## config.mk

```make
export PLATFORM = sky130hd
export DESIGN_NAME = sha1_stream_hasher
export DESIGN_NICKNAME = d
export VERILOG_FILES = /design/src/design/sha1s_pkg.sv /design/src/design/sha1s_core.sv /design/src/design/sha1_stream_hasher.sv
export SDC_FILE = /design/constraint.sdc
export NUM_CORES = 2
export LEC_CHECK = 0
export BUFFER_PORTS_ARGS = -buffer_cell sky130_fd_sc_hd__buf_2
export CAP_MARGIN = 20
export CORE_MARGIN = 2
export CORE_UTILIZATION = 51
export CTS_CLUSTER_SIZE = 40
export DETAILED_ROUTE_END_ITERATION = 12
export PLACE_DENSITY = 0.74
export SLEW_MARGIN = 25
export SYNTH_ARGS = -nofsm -noshare
export SYNTH_HDL_FRONTEND = slang
export SYNTH_SLANG_ARGS = --single-unit
```

## constraint.sdc

```tcl
create_clock -name clk_i -period 48.9 [get_ports clk_i]
set_input_delay 4.89 -clock clk_i [delete_from_list [all_inputs] [get_ports clk_i]]
set_output_delay 4.89 -clock clk_i [all_outputs]
set_load 0.02 [all_outputs]
```

## src/design/sha1s_pkg.sv

```systemverilog
// Shared types, constants and state encodings for the SHA-1 stream hasher.
package sha1s_pkg;

  typedef struct packed {
    logic [7:0] data_byte;
    logic       has_byte;
    logic       end_of_message;
  } in_t;

  typedef struct packed {
    logic [31:0] digest_word0;
    logic [31:0] digest_word1;
    logic [31:0] digest_word2;
    logic [31:0] digest_word3;
    logic [31:0] digest_word4;
  } out_t;

  localparam logic [31:0] IV0 = 32'h67452301;
  localparam logic [31:0] IV1 = 32'hefcdab89;
  localparam logic [31:0] IV2 = 32'h98badcfe;
  localparam logic [31:0] IV3 = 32'h10325476;
  localparam logic [31:0] IV4 = 32'hc3d2e1f0;

  localparam logic [31:0] K0 = 32'h5a827999;
  localparam logic [31:0] K1 = 32'h6ed9eba1;
  localparam logic [31:0] K2 = 32'h8f1bbcdc;
  localparam logic [31:0] K3 = 32'hca62c1d6;

  localparam logic [7:0] PAD_BYTE  = 8'h80;
  localparam logic [7:0] ZERO_BYTE = 8'h00;
  localparam logic [5:0] LEN_POS   = 6'd56;
  localparam logic [5:0] LAST_POS  = 6'd63;

  localparam logic [6:0] ROUND_LAST = 7'd79;
  localparam logic [6:0] PHASE1    = 7'd20;
  localparam logic [6:0] PHASE2    = 7'd40;
  localparam logic [6:0] PHASE3    = 7'd60;

  typedef enum logic [2:0] {
    S_IDLE,
    S_COMP_GO,
    S_COMP_WAIT,
    S_PAD,
    S_EMIT
  } top_state_e;

  typedef enum logic [1:0] {
    C_IDLE,
    C_ROUND,
    C_FOLD
  } core_state_e;

  typedef enum logic [1:0] {
    RET_IDLE,
    RET_PAD,
    RET_EMIT
  } ret_e;

  typedef struct packed {
    logic       push;
    logic [7:0] push_byte;
    logic       start;
    logic       chain_init;
  } core_ctl_t;

  typedef struct packed {
    logic busy;
    logic done;
  } core_sts_t;

endpackage

```

## src/design/sha1s_core.sv

```systemverilog
// SHA-1 compression unit: block window, schedule, one round per cycle and chain value.
module sha1s_core import sha1s_pkg::*; (
  input  logic      clk_i,
  input  logic      rst_ni,
  input  core_ctl_t ctl_i,
  output core_sts_t sts_o,
  output out_t      chain_o
);

  core_state_e state_q, state_d;
  logic [6:0]   round_q, round_d;
  logic [511:0] win_q, win_d;
  logic [31:0]  a_q, b_q, c_q, d_q, e_q;
  logic [31:0]  a_d, b_d, c_d, d_d, e_d;
  out_t         chain_q, chain_d;

  logic [31:0] wt, w_mix, w_next, f, k, tmp;

  // window holds w[t..t+15], w[t] in the top word
  assign wt     = win_q[511 -: 32];
  assign w_mix  = win_q[511 -: 32] ^ win_q[447 -: 32] ^ win_q[255 -: 32] ^ win_q[95 -: 32];
  assign w_next = {w_mix[30:0], w_mix[31]};

  always_comb begin
    priority if (round_q < PHASE1) begin
      f = (b_q & c_q) ^ (~b_q & d_q);
      k = K0;
    end else if (round_q < PHASE2) begin
      f = b_q ^ c_q ^ d_q;
      k = K1;
    end else if (round_q < PHASE3) begin
      f = (b_q & c_q) ^ (b_q & d_q) ^ (c_q & d_q);
      k = K2;
    end else begin
      f = b_q ^ c_q ^ d_q;
      k = K3;
    end
  end

  assign tmp = {a_q[26:0], a_q[31:27]} + f + e_q + k + wt;

  always_comb begin
    state_d = state_q;
    round_d = round_q;
    win_d   = win_q;
    a_d = a_q;
    b_d = b_q;
    c_d = c_q;
    d_d = d_q;
    e_d = e_q;
    chain_d = chain_q;
    sts_o   = '0;

    unique case (state_q)
      C_IDLE: begin
        if (ctl_i.start) begin
          a_d = chain_q.digest_word0;
          b_d = chain_q.digest_word1;
          c_d = chain_q.digest_word2;
          d_d = chain_q.digest_word3;
          e_d = chain_q.digest_word4;
          round_d = '0;
          state_d = C_ROUND;
        end else if (ctl_i.push) begin
          win_d = {win_q[503:0], ctl_i.push_byte};
        end
        if (ctl_i.chain_init) begin
          chain_d = '{IV0, IV1, IV2, IV3, IV4};
        end
      end
      C_ROUND: begin
        sts_o.busy = 1'b1;
        a_d = tmp;
        b_d = a_q;
        c_d = {b_q[1:0], b_q[31:2]};
        d_d = c_q;
        e_d = d_q;
        win_d   = {win_q[479:0], w_next};
        round_d = round_q + 7'd1;
        if (round_q == ROUND_LAST) begin
          state_d = C_FOLD;
        end
      end
      C_FOLD: begin
        sts_o.busy = 1'b1;
        sts_o.done = 1'b1;
        chain_d.digest_word0 = chain_q.digest_word0 + a_q;
        chain_d.digest_word1 = chain_q.digest_word1 + b_q;
        chain_d.digest_word2 = chain_q.digest_word2 + c_q;
        chain_d.digest_word3 = chain_q.digest_word3 + d_q;
        chain_d.digest_word4 = chain_q.digest_word4 + e_q;
        state_d = C_IDLE;
      end
      default: begin
        state_d = C_IDLE;
      end
    endcase
  end

  always_ff @(posedge clk_i or negedge rst_ni) begin
    if (!rst_ni) begin
      state_q <= C_IDLE;
      round_q <= '0;
      chain_q <= '{IV0, IV1, IV2, IV3, IV4};
    end else begin
      state_q <= state_d;
      round_q <= round_d;
      chain_q <= chain_d;
    end
  end

  always_ff @(posedge clk_i) begin
    win_q <= win_d;
    a_q   <= a_d;
    b_q   <= b_d;
    c_q   <= c_d;
    d_q   <= d_d;
    e_q   <= e_d;
  end

  assign chain_o = chain_q;

  ast_start_idle: assert property (@(posedge clk_i) disable iff (!rst_ni)
    ctl_i.start |-> state_q == C_IDLE)
    else $error("compression started while busy");

  ast_push_idle: assert property (@(posedge clk_i) disable iff (!rst_ni)
    ctl_i.push |-> state_q == C_IDLE)
    else $error("byte pushed during compression");

  ast_fold_after_last: assert property (@(posedge clk_i) disable iff (!rst_ni)
    state_q == C_FOLD |-> $past(state_q) == C_ROUND && $past(round_q) == ROUND_LAST)
    else $error("fold without a full set of rounds");

endmodule

```

## src/design/sha1_stream_hasher.sv

```systemverilog
// SHA-1 over a byte stream: byte intake, padding sequencer and digest output register.
// Flow: a byte beat is taken as soon as it is presented while idle; the 64th byte of a block
// adds a compression (start, 80 rounds on one shared round unit, chain fold). An end beat
// adds a padding step per remaining block byte plus one or two compressions, then a load of
// the digest. Plain byte beats sustain 1 per cycle until a full block stalls the input.
// Reset: asynchronous active low; chain value, counters and handshake state return to init.
module sha1_stream_hasher import sha1s_pkg::*; (
  input  logic clk_i,
  input  logic rst_ni,
  input  logic in_valid_i,
  output logic in_stall_o,
  input  in_t  in_data_i,
  output logic out_valid_o,
  input  logic out_stall_i,
  output out_t out_data_o
);

  top_state_e state_q, state_d;
  ret_e       ret_q, ret_d;
  logic [5:0]  pos_q, pos_d;
  logic [63:0] len_q, len_d;
  logic        pad_first_q, pad_first_d;
  logic        two_blk_q, two_blk_d;
  logic        out_valid_q, out_valid_d;
  out_t        out_data_q, out_data_d;

  core_ctl_t core_ctl;
  core_sts_t core_sts;
  out_t      chain;

  logic two_blk_nxt;

  sha1s_core u_core (
    .clk_i   (clk_i),
    .rst_ni  (rst_ni),
    .ctl_i   (core_ctl),
    .sts_o   (core_sts),
    .chain_o (chain)
  );

  // marker landing in the length field forces an extra all-padding block
  assign two_blk_nxt = two_blk_q | (pad_first_q && pos_q >= LEN_POS);

  always_comb begin
    state_d     = state_q;
    ret_d       = ret_q;
    pos_d       = pos_q;
    len_d       = len_q;
    pad_first_d = pad_first_q;
    two_blk_d   = two_blk_q;
    out_valid_d = out_valid_q && out_stall_i;
    out_data_d  = out_data_q;
    core_ctl    = '0;

    unique case (state_q)
      S_IDLE: begin
        if (in_valid_i) begin
          pad_first_d = 1'b1;
          two_blk_d   = 1'b0;
          if (in_data_i.has_byte) begin
            core_ctl.push      = 1'b1;
            core_ctl.push_byte = in_data_i.data_byte;
            pos_d = pos_q + 6'd1;
            len_d = len_q + 64'd8;
          end
          if (in_data_i.has_byte && pos_q == LAST_POS) begin
            state_d = S_COMP_GO;
            ret_d   = in_data_i.end_of_message ? RET_PAD : RET_IDLE;
          end else if (in_data_i.end_of_message) begin
            state_d = S_PAD;
          end
        end
      end
      S_COMP_GO: begin
        core_ctl.start = 1'b1;
        state_d = S_COMP_WAIT;
      end
      S_COMP_WAIT: begin
        if (core_sts.done) begin
          unique case (ret_q)
            RET_IDLE: state_d = S_IDLE;
            RET_PAD:  state_d = S_PAD;
            RET_EMIT: state_d = S_EMIT;
            default:  state_d = S_IDLE;
          endcase
        end
      end
      S_PAD: begin
        core_ctl.push = 1'b1;
        pos_d = pos_q + 6'd1;
        priority if (pad_first_q) begin
          core_ctl.push_byte = PAD_BYTE;
        end else if (!two_blk_q && pos_q >= LEN_POS) begin
          // big-endian length, top byte first
          core_ctl.push_byte = len_q[{~pos_q[2:0], 3'b000} +: 8];
        end else begin
          core_ctl.push_byte = ZERO_BYTE;
        end
        pad_first_d = 1'b0;
        two_blk_d   = two_blk_nxt;
        if (pos_q == LAST_POS) begin
          state_d   = S_COMP_GO;
          ret_d     = two_blk_nxt ? RET_PAD : RET_EMIT;
          two_blk_d = 1'b0;
        end
      end
      S_EMIT: begin
        if (!out_valid_q || !out_stall_i) begin
          out_valid_d = 1'b1;
          out_data_d  = chain;
          core_ctl.chain_init = 1'b1;
          pos_d   = '0;
          len_d   = '0;
          state_d = S_IDLE;
        end
      end
      default: begin
        state_d = S_IDLE;
      end
    endcase
  end

  always_ff @(posedge clk_i or negedge rst_ni) begin
    if (!rst_ni) begin
      state_q     <= S_IDLE;
      ret_q       <= RET_IDLE;
      pos_q       <= '0;
      len_q       <= '0;
      pad_first_q <= 1'b1;
      two_blk_q   <= 1'b0;
      out_valid_q <= 1'b0;
    end else begin
      state_q     <= state_d;
      ret_q       <= ret_d;
      pos_q       <= pos_d;
      len_q       <= len_d;
      pad_first_q <= pad_first_d;
      two_blk_q   <= two_blk_d;
      out_valid_q <= out_valid_d;
    end
  end

  always_ff @(posedge clk_i) begin
    out_data_q <= out_data_d;
  end

  assign in_stall_o  = state_q != S_IDLE;
  assign out_valid_o = out_valid_q;
  assign out_data_o  = out_data_q;

  ast_accept_core_idle: assert property (@(posedge clk_i) disable iff (!rst_ni)
    in_valid_i && !in_stall_o |-> !core_sts.busy)
    else $error("beat taken while compression runs");

  ast_done_in_wait: assert property (@(posedge clk_i) disable iff (!rst_ni)
    core_sts.done |-> state_q == S_COMP_WAIT)
    else $error("compression finished outside wait state");

  ast_emit_aligned: assert property (@(posedge clk_i) disable iff (!rst_ni)
    state_q == S_EMIT |-> pos_q == '0 && !two_blk_q)
    else $error("digest emitted with a part-filled block");

endmodule

```

## Yosys cells after proc, flatten, opt, wreduce, memory -nomap -nowiden

Cells that the tools add are included.

| storage, ports and cells | value |
|---|---|
| register bits after elaboration | 1,079 |
| bits in latches | 0 |
| bits in writable memories | 0 |
| bits in read-only memories | 0 |
| input port bits | 14 |
| output and inout port bits | 162 |
| logic and storage cells | 169 |
| memories | 0 |

| cells by class | value |
|---|---|
| add/sub/neg operators | 12 |
| $mul | 0 |
| divide/modulo/power cells | 0 |
| $lt $le $gt $ge | 4 |
| equality and inequality tests | 22 |
| shift-type cells | 1 |
| muxes and demuxes | 64 |
| bitwise logic cells | 15 |
| reductions and logical operators | 26 |

Operators by type and width:

| kind | count |
|---|---|
| 512-bit 2-to-1 mux | 2 |
| 512-bit case mux with 2 select lines | 1 |
| 32-bit 2-to-1 mux | 10 |
| 160-bit case mux with 2 select lines | 1 |
| 32-bit case mux with 2 select lines | 5 |
| 32-bit adder | 9 |
| 32-bit bitwise XOR | 8 |
| 64-bit 2-to-1 mux | 3 |
| 160-bit 2-to-1 mux | 1 |
| 32-bit AND | 4 |
| 64-bit case mux with 2 select lines | 1 |
| 64-bit by 4-bit adder with 64-bit output (second input constant) | 1 |
| 64-bit by 7-bit indexed part select with 8-bit output | 1 |
| 32-bit inverter | 1 |
| 31-bit 2-to-1 mux | 1 |
| 2-bit inequality test (second input constant) | 10 |
| 3-bit 2-to-1 mux | 6 |
| 6-bit 2-to-1 mux | 3 |
| 9-bit 2-to-1 mux | 2 |
| 6-bit case mux with 3 select lines | 1 |
| 9-bit case mux with 2 select lines | 1 |
| 8-bit 2-to-1 mux | 2 |
| 3-bit case mux with 5 select lines | 1 |
| 7-bit by 6-bit less-than comparator with 1-bit output (second input constant) | 2 |
| 33 further kinds | 67 |

## Logic depth before layout (Yosys ltp)

| logic depth | value |
|---|---|
| depth after elaboration | 11 |
| mapped depth | 25 |
| gate-level depth less buffers | 23 |

## By module

From an unflattened synthesis, not the netlist that was laid out.

| unflattened totals | value |
|---|---|
| cell total of the unflattened synthesis | 4,478 |
| area, all modules | 57,532.7 sq um |

Modules (own cells, without submodules):

| module | instances | cells an instance | area each (sq um) | seq. area each (sq um) |
|---|---|---|---|---|
| sha1s_core | 1 | 3,825 | 48,187.5 | 24,508.5 |
| sha1_stream_hasher | 1 | 653 | 9,345.2 | 6,682.7 |

## Least setup slack after synthesis

OpenSTA, ideal clock, no wires.

| timing path | value |
|---|---|
| path type | input to register |
| start | input port in_valid_i |
| end | register u_core.win_q[0], enable pin |
| setup time | 1,402 ps |
| arrival | 26,448 ps |
| required time | 47,498 ps |
| setup slack | 21,050 ps |
| cell stages on the path | 4 |
| buffers on the path | 0 |
| cells stage by stage | and3_1 or2_2 nor2_1 nor2_1 |

| between the ends | value |
|---|---|
| word-level cells in the longest chain between the ends | 4 |

RTL lines:

| what | line | text |
|---|---|---|
| start: declaration | sha1_stream_hasher.sv:10 | `input logic in_valid_i,` |
| 9-bit 2-to-1 mux | sha1_stream_hasher.sv:57 | `if (in_valid_i) begin` |
| 9-bit case mux with 2 select lines | sha1_stream_hasher.sv:55 | `unique case (state_q)` |
| 2-bit inequality test (no line) | -- |  |
| 3-bit AND reduction (no line) | -- |  |
| end signal: assignment | sha1s_core.sv:113 | `win_q <= win_d;` |
| end: declaration | sha1s_core.sv:12 | `logic [511:0] win_q, win_d;` |

Every way passes these cells.
A chain may end at the register's enable or synchronous reset.

## Final worst setup path

| timing path | value |
|---|---|
| start | input port in_valid_i |
| end | register u_core.win_q[97], enable pin |

The elaborated chain is that of the path after synthesis.

==> results_dict.tcl <==
set metrics [dict create \
    syn_avg_cell_area_um2 10.1 \
    pin_count 176 \
    layout_min_cycle_time_ns 7.71 \
    cts_resized 0 \
    grt_pass1_wl_um 214000 \
    port_buffers 175 \
    grt_antenna_before_repair 1 \
    outcome "complete, no violations" \
    hold_path_class "reg -> reg" \
    synth.cell_area_um2 56900 \
    drtIter0Drc 4562 \
    grt_overflow 0 \
    cts_max_path_buffers 3 \
    start_kind "primary input" \
    async_reset_ff_share_pct 22.7 \
    core_um2 111000 \
    cts_root_buf "clkbuf_16" \
    synth_compound_area_share_pct 9.56 \
    relSlewSlack_pct 26.4 \
    dp_cells 7127 \
    rsz0062_at_grt "no" \
    ant_nets 0 \
    rr_worst_depth 22 \
    synth_flop_cell "edfxtp_1" \
    synthToLayoutAreaGrowth_pct 10.7 \
    dpl.hpwl_um 92000 \
    synth_cells 5659 \
    cts_tree "done" \
    arrival_ns 8.03 \
    initial_utilization_pct 51.4 \
    instances_no_fill 7336 \
    r2r_start "u_core.round_q[5]" \
    grt_max_degree 228 \
    cap_violations 0 \
    setup_viol 0 \
    endpoint_kind "flip-flop" \
    wl_per_cell_um 18.7 \
    max_freq_mhz 130 \
    die_x_um 338 \
    synthSimpleGateAreaFrac_pct 18.2 \
    tns_ns 0 \
    place_congestion 0.954 \
    worstSetupEndpoint "u_core.win_q[97]" \
    ys_ff_latch 1076 \
    crit_slowest_cell "buf_12" \
    synth_top_family_by_area "simple AND/OR/NAND/NOR gates" \
    r2r_end "u_core.a_q[30]" \
    tightest_slew_ns 1.10 \
    synthMuxAreaShare_pct 1.24 \
    synth-xor-area-share_pct 4.57 \
    path_class "in -> reg" \
    wl_um 137000 \
    drive_above_1_share_pct 9.12 \
    maxSlewViolCount 0 \
    die-area_um2 114000 \
    netlist-cell-type-count 73 \
    clock_skew_ns 0.0174 \
    path_max_fanout 182 \
    synth_edf_count 832 \
    r2r_slack_ns 41.60 \
    grt_pass1_vias 39100 \
    clk_latency_ns 0.71 \
    cts.sinks 1076 \
    drc 0 \
    vias 40900 \
    cts_setup_buffers 0 \
    final_nets 6088 \
    ys_warn_count 0 \
    htreeDepth 3 \
    placementRows 122 \
    drt_pass1_iterations 6 \
    synthesis.nets 5993 \
    crit_required_ns 49.22 \
    cts.clk_slew.worst_paths_ns 0.07 \
    crit_start "in_valid_i" \
    fill_cells 9139 \
    viasPerCell 5.58 \
    period_share_pct 15.8 \
    grt_usage_pct 23.8 \
    die_h_um 338 \
    cp_cell_sequence "buf_2 -> and3_1 -> or2_2 -> nor2_1 -> nor2_4 -> buf_16 -> buf_4 -> buf_12" \
    hold_violations 0 \
    numCtsBuffers 110 \
    synth_fa_ha_area_share_pct 8.67 \
    cp_slowest_stage_delay_ns 0.74 \
    postCtsHoldBufs 0 \
    seq_area_frac_synth_pct 54.8 \
]
-- cells in the mapped netlist, drive strengths merged (9+ instances only) --
cell,instances,area [µm²]
a2111oi,11,115
a211o,9,78.8
a211oi,17,128
a21o,75,563
a21oi,258,1290
a22o,11,96.3
a22oi,10,75.1
a31oi,17,106
and2,12,75.1
and3,24,150
and4,9,78.8
buf,19,72.6
clkbuf,208,781
dfrtp,163,4080
dfstp,81,2130
edfxtp,832,25000
fa,124,2480
ha,196,2450
inv,223,837
mux2i,40,400
mux4,13,293
nand2,2079,7810
nand2b,29,181
nand3,53,265
nand4,19,125
nor2,226,848
nor2b,25,156
nor3,37,185
o211ai,13,97.6
o21a,23,173
o21ai,277,1390
o21bai,26,195
o221a,23,259
o221ai,11,96.3
o22a,10,87.6
o22ai,16,100
o31ai,18,135
or2,12,75.1
or3,34,213
xnor2,198,1730
xor2,99,867
-- through the flow --
step                utilization, %  worst slack, ns  hold slack (ns)  cell area, µm²
CTS                           56.9            40.95            0.492           62900
global placement              53.5            40.30            0.468           59200
finish                        56.9            41.19            0.494           63000
floorplan                        -            21.05            0.446           56900
global route                  56.9            40.96            0.512           63000
detailed placement            53.5            40.19            0.476           59200
-- worst min path at each step --
stage	startpoint	endpoint	slack (ns)	cells after the start
finish	u_core.chain_o[159]	out_data_o[159]	0.49	0
global route	u_core.chain_o[159]	out_data_o[159]	0.51	0
CTS	pad_first_q	pad_first_q	0.49	2
detailed placement	u_core.chain_o[159]	out_data_o[159]	0.48	0
global placement	pad_first_q	pad_first_q	0.47	2
floorplan	u_core.chain_o[159]	out_data_o[159]	0.45	0
-- critical path, delay by kind of cell --
family / cells / cell delay [ns]
AND/OR/NAND/NOR: 4 / 1.11
buffers and inverters: 4 / 1.80
-- registers in the layout (all words and copies together), names as in the netlist --
signal          cells
u_core.c_q         32
out_data_o        160
two_blk_q           1
u_core.b_q         32
pad_first_q         1
u_core.chain_o    160
out_valid_o         1
u_core.state_q      2
state_q             3
pos_q               6
len_q              61
u_core.d_q         32
u_core.round_q      7
u_core.a_q         32
u_core.e_q         32
ret_q               2
u_core.win_q      512
-- layer usage --
metal / routed length, µm / up-vias / global-route usage [%]
li1: - / 19500 / -
met1: 58200 / 19800 / 32.6
met2: 64400 / 1345 / 38.2
met3: 8180 / 231 / 2.86
met4: 6190 / 0 / 11.0
met5: 0 / - / 0
-- cells in the final DEF, fill, tap and decap left out, types with 18 or more instances in the layout --
cell	instances
nor3_1	36
and3_1	24
o221a_2	23
inv_1	222
buf_2	174
ha_1	196
mux2i_1	40
o31ai_1	18
a21o_1	75
o21bai_1	26
nor2_1	224
or3_1	34
nand3_1	53
nand2b_1	27
clkinv_2	18
edfxtp_1	832
dfstp_2	81
nor2b_1	23
o21a_1	23
xnor2_1	198
o21ai_0	276
nand4_1	18
a21oi_1	257
nand2_1	2078
clkinv_1	21
buf_4	26
clkbuf_16	114
fa_1	124
xor2_1	99
dfrtp_1	163
-- layout make-up --
type | instances | area [µm²] | area share, %
clock inverter | 79 | 810 | 1.28
clock buffer | 126 | 2900 | 4.60
antenna | 1 | 2.50 | 0.00397
multi-input combinational | 4132 | 24100 | 38.3
sequential | 1076 | 31200 | 49.5
inverter | 224 | 846 | 1.34
tap | 1488 | 1860 | 2.95
timing repair buffer | 210 | 1280 | 2.04
-- logic make-up (layout without fill, tap and decap cells) --
group / count (synthesis) / in the layout
and+or+nand+nor: 2585 / 2585
DFF: 1076 / 1076
AOI/OAI and AO/OA: 876 / 876
buffers and inverters: 451 / 639
adders and majority gates: 320 / 320
xor gates and xnor gates: 297 / 297
muxes: 54 / 54
other: 0 / 1
Power is not shown: default switching activity piles up to over one toggle a cycle in this logic, so the estimate is an artifact.
